--- src/rtl/stdk_pkg.sv ---
// shared types and constants for the sub-audible tone keyer
package stdk_pkg;

    localparam int CFG_INDEX_W = 1;
    localparam int CFG_DATA_W  = 16;

    localparam logic [CFG_INDEX_W-1:0] CFG_PHASE_STEP = 1'd0;
    localparam logic [CFG_INDEX_W-1:0] CFG_PTT_INVERT = 1'd1;

    localparam logic [7:0] LEVEL_RESET = 8'd255;

    typedef enum logic [1:0] {
        MODE_IDLE  = 2'd0,
        MODE_START = 2'd1,
        MODE_ON    = 2'd2,
        MODE_TAIL  = 2'd3
    } mode_t;

    typedef enum logic {
        OP_TICK    = 1'b0,
        OP_CONTROL = 1'b1
    } op_t;

    // sin(pi*i/16) in q15
    localparam logic [15:0] HALF_WAVE_Q15 [16] = '{
        16'd0,     16'd6393,  16'd12540, 16'd18205,
        16'd23170, 16'd27245, 16'd30274, 16'd32138,
        16'd32768, 16'd32138, 16'd30274, 16'd27245,
        16'd23170, 16'd18205, 16'd12540, 16'd6393
    };

    typedef struct packed {
        logic       op;
        logic       ptt_active;
        logic       tone_disable;
        logic       reverse_request;
        logic [7:0] level_sample;
    } stdk_in_t;

    typedef struct packed {
        logic [9:0] duty;
        logic       pwm_on;
        logic       ptt_out;
        logic [1:0] tone_state;
    } stdk_out_t;

endpackage

--- src/rtl/stdk_duty.sv ---
// sine sample lookup and amplitude scaling into a ten-bit pwm duty
module stdk_duty #(
    parameter int SINE_MID = 127
) (
    input  logic [4:0] index,
    input  logic [7:0] level,
    output logic [9:0] duty
);
    import stdk_pkg::*;

    localparam int SCALE = 512 / (SINE_MID + 1);

    function automatic logic [31:0][7:0] build_lut(input int mid);
        logic [31:0][7:0] lut;
        int               h;
        for (int a = 0; a < 32; a++)
        begin
            h = (mid * int'(HALF_WAVE_Q15[a % 16]) + 16384) / 32768;
            if (a >= 16)
            begin
                lut[a] = 8'(mid - h);
            end
            else
            begin
                lut[a] = 8'(mid + h);
            end
        end
        return lut;
    endfunction

    localparam logic [31:0][7:0] SINE_LUT = build_lut(SINE_MID);

    logic [7:0]  sample;
    logic [15:0] product;

    assign sample  = SINE_LUT[index];
    assign product = {8'd0, sample} * {8'd0, level};
    assign duty    = 10'(SCALE) * {2'd0, product[15:8]};

endmodule

--- src/rtl/subaudible_tone_dds_keyer_unit.sv ---
// Keyed sub-audible tone generator: a 16-bit phase accumulator steps on each tick item
// while ticking, upward, or downward during a reverse burst; five accumulator bits pick
// a 32-point sine sample that is scaled by the held amplitude into a ten-bit pwm duty,
// and control items run the idle/start/on/tail keying sequence with a tail countdown of
// TAIL_TICKS ticks. One item is taken every clock cycle unless a stalled result holds
// back the next item. Each item is registered in the input register and its result in
// the result register, with the accumulator, sine lookup and 8x8 amplitude multiply
// combinational between them.
// Configuration writes take effect at the clock edge that carries them.
module subaudible_tone_dds_keyer_unit #(
    parameter int INDEX_SHIFT = 11,
    parameter int TAIL_TICKS  = 512,
    parameter int SINE_MID    = 127
) (
    input  logic                             clk,
    input  logic                             rst_n,
    input  logic                             item_valid,
    output logic                             item_stall,
    input  stdk_pkg::stdk_in_t               item,
    output logic                             result_valid,
    input  logic                             result_stall,
    output stdk_pkg::stdk_out_t              result,
    input  logic                             cfg_we,
    input  logic [stdk_pkg::CFG_INDEX_W-1:0] cfg_index,
    input  logic [stdk_pkg::CFG_DATA_W-1:0]  cfg_data
);
    import stdk_pkg::*;

    localparam logic [15:0] TAIL_LOAD = 16'(TAIL_TICKS);

    logic        item_valid_reg;
    stdk_in_t    item_reg;
    logic        result_valid_reg;
    stdk_out_t   result_reg;

    logic [15:0] phase_step_reg;
    logic        ptt_invert_reg;
    mode_t       mode_reg,        mode_next;
    logic [15:0] phase_acc_reg,   phase_acc_next;
    logic        reverse_reg,     reverse_next;
    logic [15:0] tail_left_reg,   tail_left_next;
    logic [7:0]  level_reg,       level_next;
    logic        pwm_enabled_reg, pwm_enabled_next;
    logic        ticking_reg,     ticking_next;
    logic [9:0]  duty_reg,        duty_next;
    logic        ptt_keyed_reg,   ptt_keyed_next;

    logic        fire;
    logic        enable;
    logic [15:0] phase_sum;
    logic [9:0]  duty_calc;
    logic [7:0]  level_mid;
    logic [7:0]  diff;

    assign fire         = item_valid_reg && (!result_valid_reg || !result_stall);
    assign item_stall   = item_valid_reg && !fire;
    assign result_valid = result_valid_reg;
    assign result       = result_reg;

    assign enable    = item_reg.ptt_active ^ ptt_invert_reg;
    assign phase_sum = reverse_reg ? (phase_acc_reg - phase_step_reg)
                                   : (phase_acc_reg + phase_step_reg);

    stdk_duty #(
        .SINE_MID(SINE_MID)
    ) u_duty (
        .index(phase_sum[INDEX_SHIFT+4:INDEX_SHIFT]),
        .level(level_reg),
        .duty (duty_calc)
    );

    always_comb
    begin
        mode_next        = mode_reg;
        phase_acc_next   = phase_acc_reg;
        reverse_next     = reverse_reg;
        tail_left_next   = tail_left_reg;
        level_next       = level_reg;
        pwm_enabled_next = pwm_enabled_reg;
        ticking_next     = ticking_reg;
        duty_next        = duty_reg;
        ptt_keyed_next   = ptt_keyed_reg;
        level_mid        = level_reg;
        diff             = 8'd0;
        if (fire)
        begin
            if (item_reg.op == OP_TICK)
            begin
                if (ticking_reg)
                begin
                    phase_acc_next = phase_sum;
                    duty_next      = duty_calc;
                    if (tail_left_reg != 16'd0)
                    begin
                        tail_left_next = tail_left_reg - 16'd1;
                    end
                end
            end
            else
            begin
                case (mode_reg)
                    MODE_IDLE:
                    begin
                        if (enable)
                        begin
                            mode_next = MODE_START;
                        end
                    end
                    MODE_START:
                    begin
                        reverse_next     = 1'b0;
                        level_mid        = item_reg.level_sample;
                        pwm_enabled_next = !item_reg.tone_disable;
                        ticking_next     = 1'b1;
                        ptt_keyed_next   = 1'b1;
                        mode_next        = MODE_ON;
                    end
                    MODE_ON:
                    begin
                        if (!enable)
                        begin
                            reverse_next = item_reg.reverse_request;
                            if (!item_reg.reverse_request)
                            begin
                                pwm_enabled_next = 1'b0;
                            end
                            tail_left_next = TAIL_LOAD;
                            mode_next      = MODE_TAIL;
                        end
                    end
                    default:
                    begin
                        if (tail_left_reg == 16'd0)
                        begin
                            ptt_keyed_next   = 1'b0;
                            pwm_enabled_next = 1'b0;
                            ticking_next     = 1'b0;
                            mode_next        = MODE_IDLE;
                        end
                        if (enable)
                        begin
                            mode_next = MODE_START;
                        end
                    end
                endcase
                // amplitude hysteresis
                diff = (item_reg.level_sample > level_mid) ? (item_reg.level_sample - level_mid)
                                                           : (level_mid - item_reg.level_sample);
                level_next = (diff[7:2] != 6'd0) ? item_reg.level_sample : level_mid;
            end
        end
    end

    always_ff @(posedge clk or negedge rst_n)
    begin
        if (!rst_n)
        begin
            phase_step_reg <= '0;
            ptt_invert_reg <= 1'b0;
        end
        else if (cfg_we)
        begin
            case (cfg_index)
                CFG_PHASE_STEP: phase_step_reg <= cfg_data[15:0];
                CFG_PTT_INVERT: ptt_invert_reg <= cfg_data[0];
                default:        ;
            endcase
        end
    end

    always_ff @(posedge clk or negedge rst_n)
    begin
        if (!rst_n)
        begin
            mode_reg        <= MODE_IDLE;
            phase_acc_reg   <= '0;
            reverse_reg     <= 1'b0;
            tail_left_reg   <= '0;
            level_reg       <= LEVEL_RESET;
            pwm_enabled_reg <= 1'b0;
            ticking_reg     <= 1'b0;
            duty_reg        <= '0;
            ptt_keyed_reg   <= 1'b0;
        end
        else
        begin
            mode_reg        <= mode_next;
            phase_acc_reg   <= phase_acc_next;
            reverse_reg     <= reverse_next;
            tail_left_reg   <= tail_left_next;
            level_reg       <= level_next;
            pwm_enabled_reg <= pwm_enabled_next;
            ticking_reg     <= ticking_next;
            duty_reg        <= duty_next;
            ptt_keyed_reg   <= ptt_keyed_next;
        end
    end

    // input stage
    always_ff @(posedge clk or negedge rst_n)
    begin
        if (!rst_n)
        begin
            item_valid_reg <= 1'b0;
        end
        else if (!item_stall)
        begin
            item_valid_reg <= item_valid;
        end
    end

    always_ff @(posedge clk)
    begin
        if (!item_stall && item_valid)
        begin
            item_reg <= item;
        end
    end

    // result stage
    always_ff @(posedge clk or negedge rst_n)
    begin
        if (!rst_n)
        begin
            result_valid_reg <= 1'b0;
        end
        else if (fire)
        begin
            result_valid_reg <= 1'b1;
        end
        else if (!result_stall)
        begin
            result_valid_reg <= 1'b0;
        end
    end

    always_ff @(posedge clk)
    begin
        if (fire)
        begin
            result_reg.duty       <= duty_next;
            result_reg.pwm_on     <= pwm_enabled_next;
            result_reg.ptt_out    <= ptt_keyed_next;
            result_reg.tone_state <= mode_next;
        end
    end

endmodule

--- config.mk ---
export PLATFORM = sky130hd
export DESIGN_NAME = subaudible_tone_dds_keyer_unit
export DESIGN_NICKNAME = d
export VERILOG_FILES = /design/src/rtl/stdk_pkg.sv /design/src/rtl/stdk_duty.sv /design/src/rtl/subaudible_tone_dds_keyer_unit.sv
export SDC_FILE = /design/constraint.sdc
export NUM_CORES = 1
export LEC_CHECK = 0
export BUFFER_PORTS_ARGS = -buffer_cell sky130_fd_sc_hd__buf_2
export CAP_MARGIN = 20
export CORE_ASPECT_RATIO = 2
export CORE_UTILIZATION = 60
export CTS_BUF_LIST = sky130_fd_sc_hd__clkbuf_8
export DETAILED_ROUTE_END_ITERATION = 16
export PLACE_DENSITY = 0.76
export SLEW_MARGIN = 15
export SYNTH_ARGS = -nofsm -noshare
export SYNTH_HDL_FRONTEND = slang
export SYNTH_HIERARCHICAL = 1
export SYNTH_SLANG_ARGS = --single-unit
export TNS_END_PERCENT = 30
--- constraint.sdc ---
create_clock -name clk -period 10.1 [get_ports clk]
set_input_delay 2.02 -clock clk [delete_from_list [all_inputs] [get_ports clk]]
set_output_delay 2.02 -clock clk [all_outputs]
set_load 0.1 [all_outputs]
==> flow_summary.rst <==
.. list-table::
   :header-rows: 1

   * - Metric
     - Value
   * - Final-layout fill cell count
     - 1115
   * - TritonCTS clock tree
     - yes
   * - Mapped Cells
     - 881
   * - CP delay by family, top
     - adder cells
   * - Post-synthesis xor/xnor area fraction
     - 4.95%
   * - Ratio of cells with drive above 1 in the final layout
     - 13.7%
   * - Overall die area
     - 0.0144 mm2
   * - Final count of negative-setup-slack endpoints
     - 0
   * - Buf/Inv on CP
     - 3
   * - Adder-cell share of the synthesized area
     - 19.8%
   * - Clock period minus final worst setup slack
     - 9.03 ns
   * - Critical setup path kind
     - flop to flop
   * - Area growth from synthesis to final layout
     - 6.72%
   * - Detailed Route WL
     - 16900 um
   * - Clk_lat worst skew
     - 0.38 ns
   * - Violation count after the first detailed-route iteration
     - 250
   * - Vias in the first global route
     - 6348
   * - Site Rows
     - 60
   * - Post-synthesis instance area
     - 0.00832 mm2
   * - Aggregate negative setup slack
     - 0 ns
   * - Distinct cell type count after synthesis
     - 78
   * - Width of the chip
     - 85.3 um
   * - Post-synthesis mux area share
     - 5.01%
   * - Kind of end point of the critical path
     - flop
   * - Element type at the critical path start
     - flop
   * - Setup repair after global routing missed its margin
     - false
   * - CTS Root Cell
     - clkbuf_8
   * - Cells resized by post-CTS repair
     - 0
   * - Main combinational cell family by area after synthesis
     - simple AND/OR/NAND/NOR gates
   * - Mean instance size in the synthesized netlist
     - 9.44 um2
   * - Height of the die
     - 169 um
   * - Top cell types by occurrence after synthesis
     - nand2_1 (101), ha_1 (74), inv_1 (72)
   * - Maximum count of clock buffers along a single path
     - 2
   * - Synth Area in Simple Gates
     - 20.5%
   * - Post-route fraction of the period consumed by the critical path
     - 89.5%
   * - Mean routed wirelength per cell
     - 15.7 um
   * - Vias
     - 6340
   * - Slew margin rel.
     - 37.5%
   * - Average via count per standard cell
     - 5.86
   * - Number of synthesized register bits
     - 101
   * - DR pass1 iterations
     - 5
   * - Cells taking the most area after synthesis
     - dfrtp_1 (20%), ha_1 (11%), edfxtp_1 (9.4%)
   * - Cell with the largest stage delay on the worst path
     - o31ai_1
   * - Fraction of the yosys area taken by sequential cells
     - 32.1%
   * - Post-CTS Setup Bufs
     - 0
   * - Cell repeated most along the worst path
     - fa_1
   * - Post-synthesis async set-or-reset flop share
     - 74.3%
   * - Total core area
     - 0.0135 mm2
   * - GR Util All Layers
     - 25.0%
   * - Port-buffer cells
     - 49
   * - Synthesized-area fraction occupied by ao, oa, aoi and oai cells
     - 12.7%
   * - Status
     - complete, no violations
   * - First-pass GRT wire length
     - 28600 um
   * - Clock buffer count from CTS
     - 9
   * - Initial antenna violation count
     - 0
   * - Count of H-tree levels built during CTS
     - 3
   * - GR Overflow Total
     - 0
   * - Worst Skew
     - 0.0241 ns
   * - Total Nets Final
     - 1066
   * - Final number of max-transition violations
     - 0
   * - Antenna diode instance count
     - 0
   * - Starting utilization of the core area
     - 61.6%
   * - DRC viols
     - 0
   * - Number of synthesized flops with an enable pin
     - 26
   * - Maximum number of pins on one net before global-route repair
     - 76
   * - Number of warnings reported in the yosys synthesis log
     - 6
   * - Register clock-pin slew on the reported worst setup and hold paths
     - 0.10 ns
   * - Final worst setup slack
     - 1.07 ns
   * - Max-cap viol count
     - 0
   * - Worst Max-Slew Pin Slew
     - 0.937 ns
   * - DP HPWL
     - 13100 um
   * - Yosys top cell area share
     - 20.2%
   * - DP Worst Slack
     - 1.10 ns
   * - Most used standard cell by instance count after synthesis
     - nand2_1
   * - Critical Path Max Stage Delay
     - 0.69 ns
   * - Cell type with the largest total area after synthesis
     - dfrtp_1
   * - Primary FF master, synth
     - dfrtp_1
   * - Gpl congestion
     - 0.921
   * - Largest fanout on the critical path
     - 11
   * - Critical path required time
     - 10.23 ns
   * - Final core area utilization
     - 65.7%
   * - Worst min-delay path class
     - flop to flop
   * - Critical path data arrival time
     - 9.17 ns
   * - Setup slack of the worst register-to-register path
     - 1.07 ns
   * - Antenna-violating nets left
     - 0
   * - Final number of hold-violating endpoints
     - 0
   * - Number of hold-repair buffers added at the cts stage
     - 0
   * - Achievable Freq
     - 0.111 GHz
   * - Number of top-level pins
     - 50
   * - Clock net sink count
     - 101
-- stage by stage --
stage / instances / hold slack [ns] / cell area [um2]
after CTS: 1082 / 0.485 / 8880
after detailed placement: 1066 / 0.458 / 8670
after global routing: 1082 / 0.508 / 8880
after global placement: 1066 / 0.451 / 8670
final: 1082 / 0.480 / 8880
after floorplan: 882 / 0.437 / 8320
-- final timing paths --
check	start	end	cells past startpoint
setup / recovery	phase_step_reg[6]$_DFFE_PN0P_	result[11]$_DFFE_PP_	30
hold reg to reg	duty_reg[0]$_DFF_PN0_	duty_reg[0]$_DFF_PN0_	2
max in group asynchronous	rst_n	phase_acc_reg[8]$_DFFE_PN0P_	1
min in group asynchronous	rst_n	tail_left_reg[13]$_DFFE_PN0P_	1
hold / removal	duty_reg[0]$_DFF_PN0_	duty_reg[0]$_DFF_PN0_	2
setup reg to reg	phase_step_reg[6]$_DFFE_PN0P_	result[11]$_DFFE_PP_	30
-- placed cells by master, fill, tap and decap left out, drive strengths merged, types with 6 or more instances in the layout --
master	n
clkbuf	9
nand3b	6
nand3	21
dfrtp	67
a21oi	44
buf	56
nor2	63
fa	36
mux2	27
a31oi	8
xor2	18
nor2b	18
and3	10
dfstp	8
o21ai	43
o21a	9
nand2b	10
nand4	7
nor4	6
a21o	6
mux2i	6
and2	36
or3	7
nand2	101
edfxtp	26
ha	74
nor3	21
inv	75
xnor2	29
-- cells by family after synthesis --
kind of cell | Yosys count
AOI/OAI and AO/OA | 158
xor gates and xnor gates | 47
adders and majority gates | 110
buffers and inverters | 99
DFF | 101
muxes | 34
other | 1
and+or+nand+nor | 331
-- worst reg2reg max path, delay by kind of cell (launching register included) --
kind,cells,cell delay [ns]
and+or+nand+nor,10,2.25
DFF,1,0.42
buffers and inverters,3,0.36
AOI/OAI and AO/OA,8,1.90
adders and majority gates,7,3.09
xor gates and xnor gates,2,0.78
-- layout make-up --
cell class,instances,area [um2],share of cell area [%]
Multi-Input combinational cell,682,5240,59.0
Timing Repair Buffer,56,300,3.38
Tap cell,155,194,2.18
Clock buffer,9,124,1.40
Inverter,72,270,3.04
Clock inverter,7,80.1,0.902
Sequential cell,101,2670,30.0
-- metal layers --
layer	vias to the layer above	routed length, um	GRT usage [%]
met3	32	358	2.29
met4	0	631	11.4
met1	3050	6560	27.3
met5	-	0	0
met2	126	9390	47.9
li1	3132	-	-
Power is not shown: default switching activity piles up to over one toggle a cycle in this logic, so the estimate is an artifact.
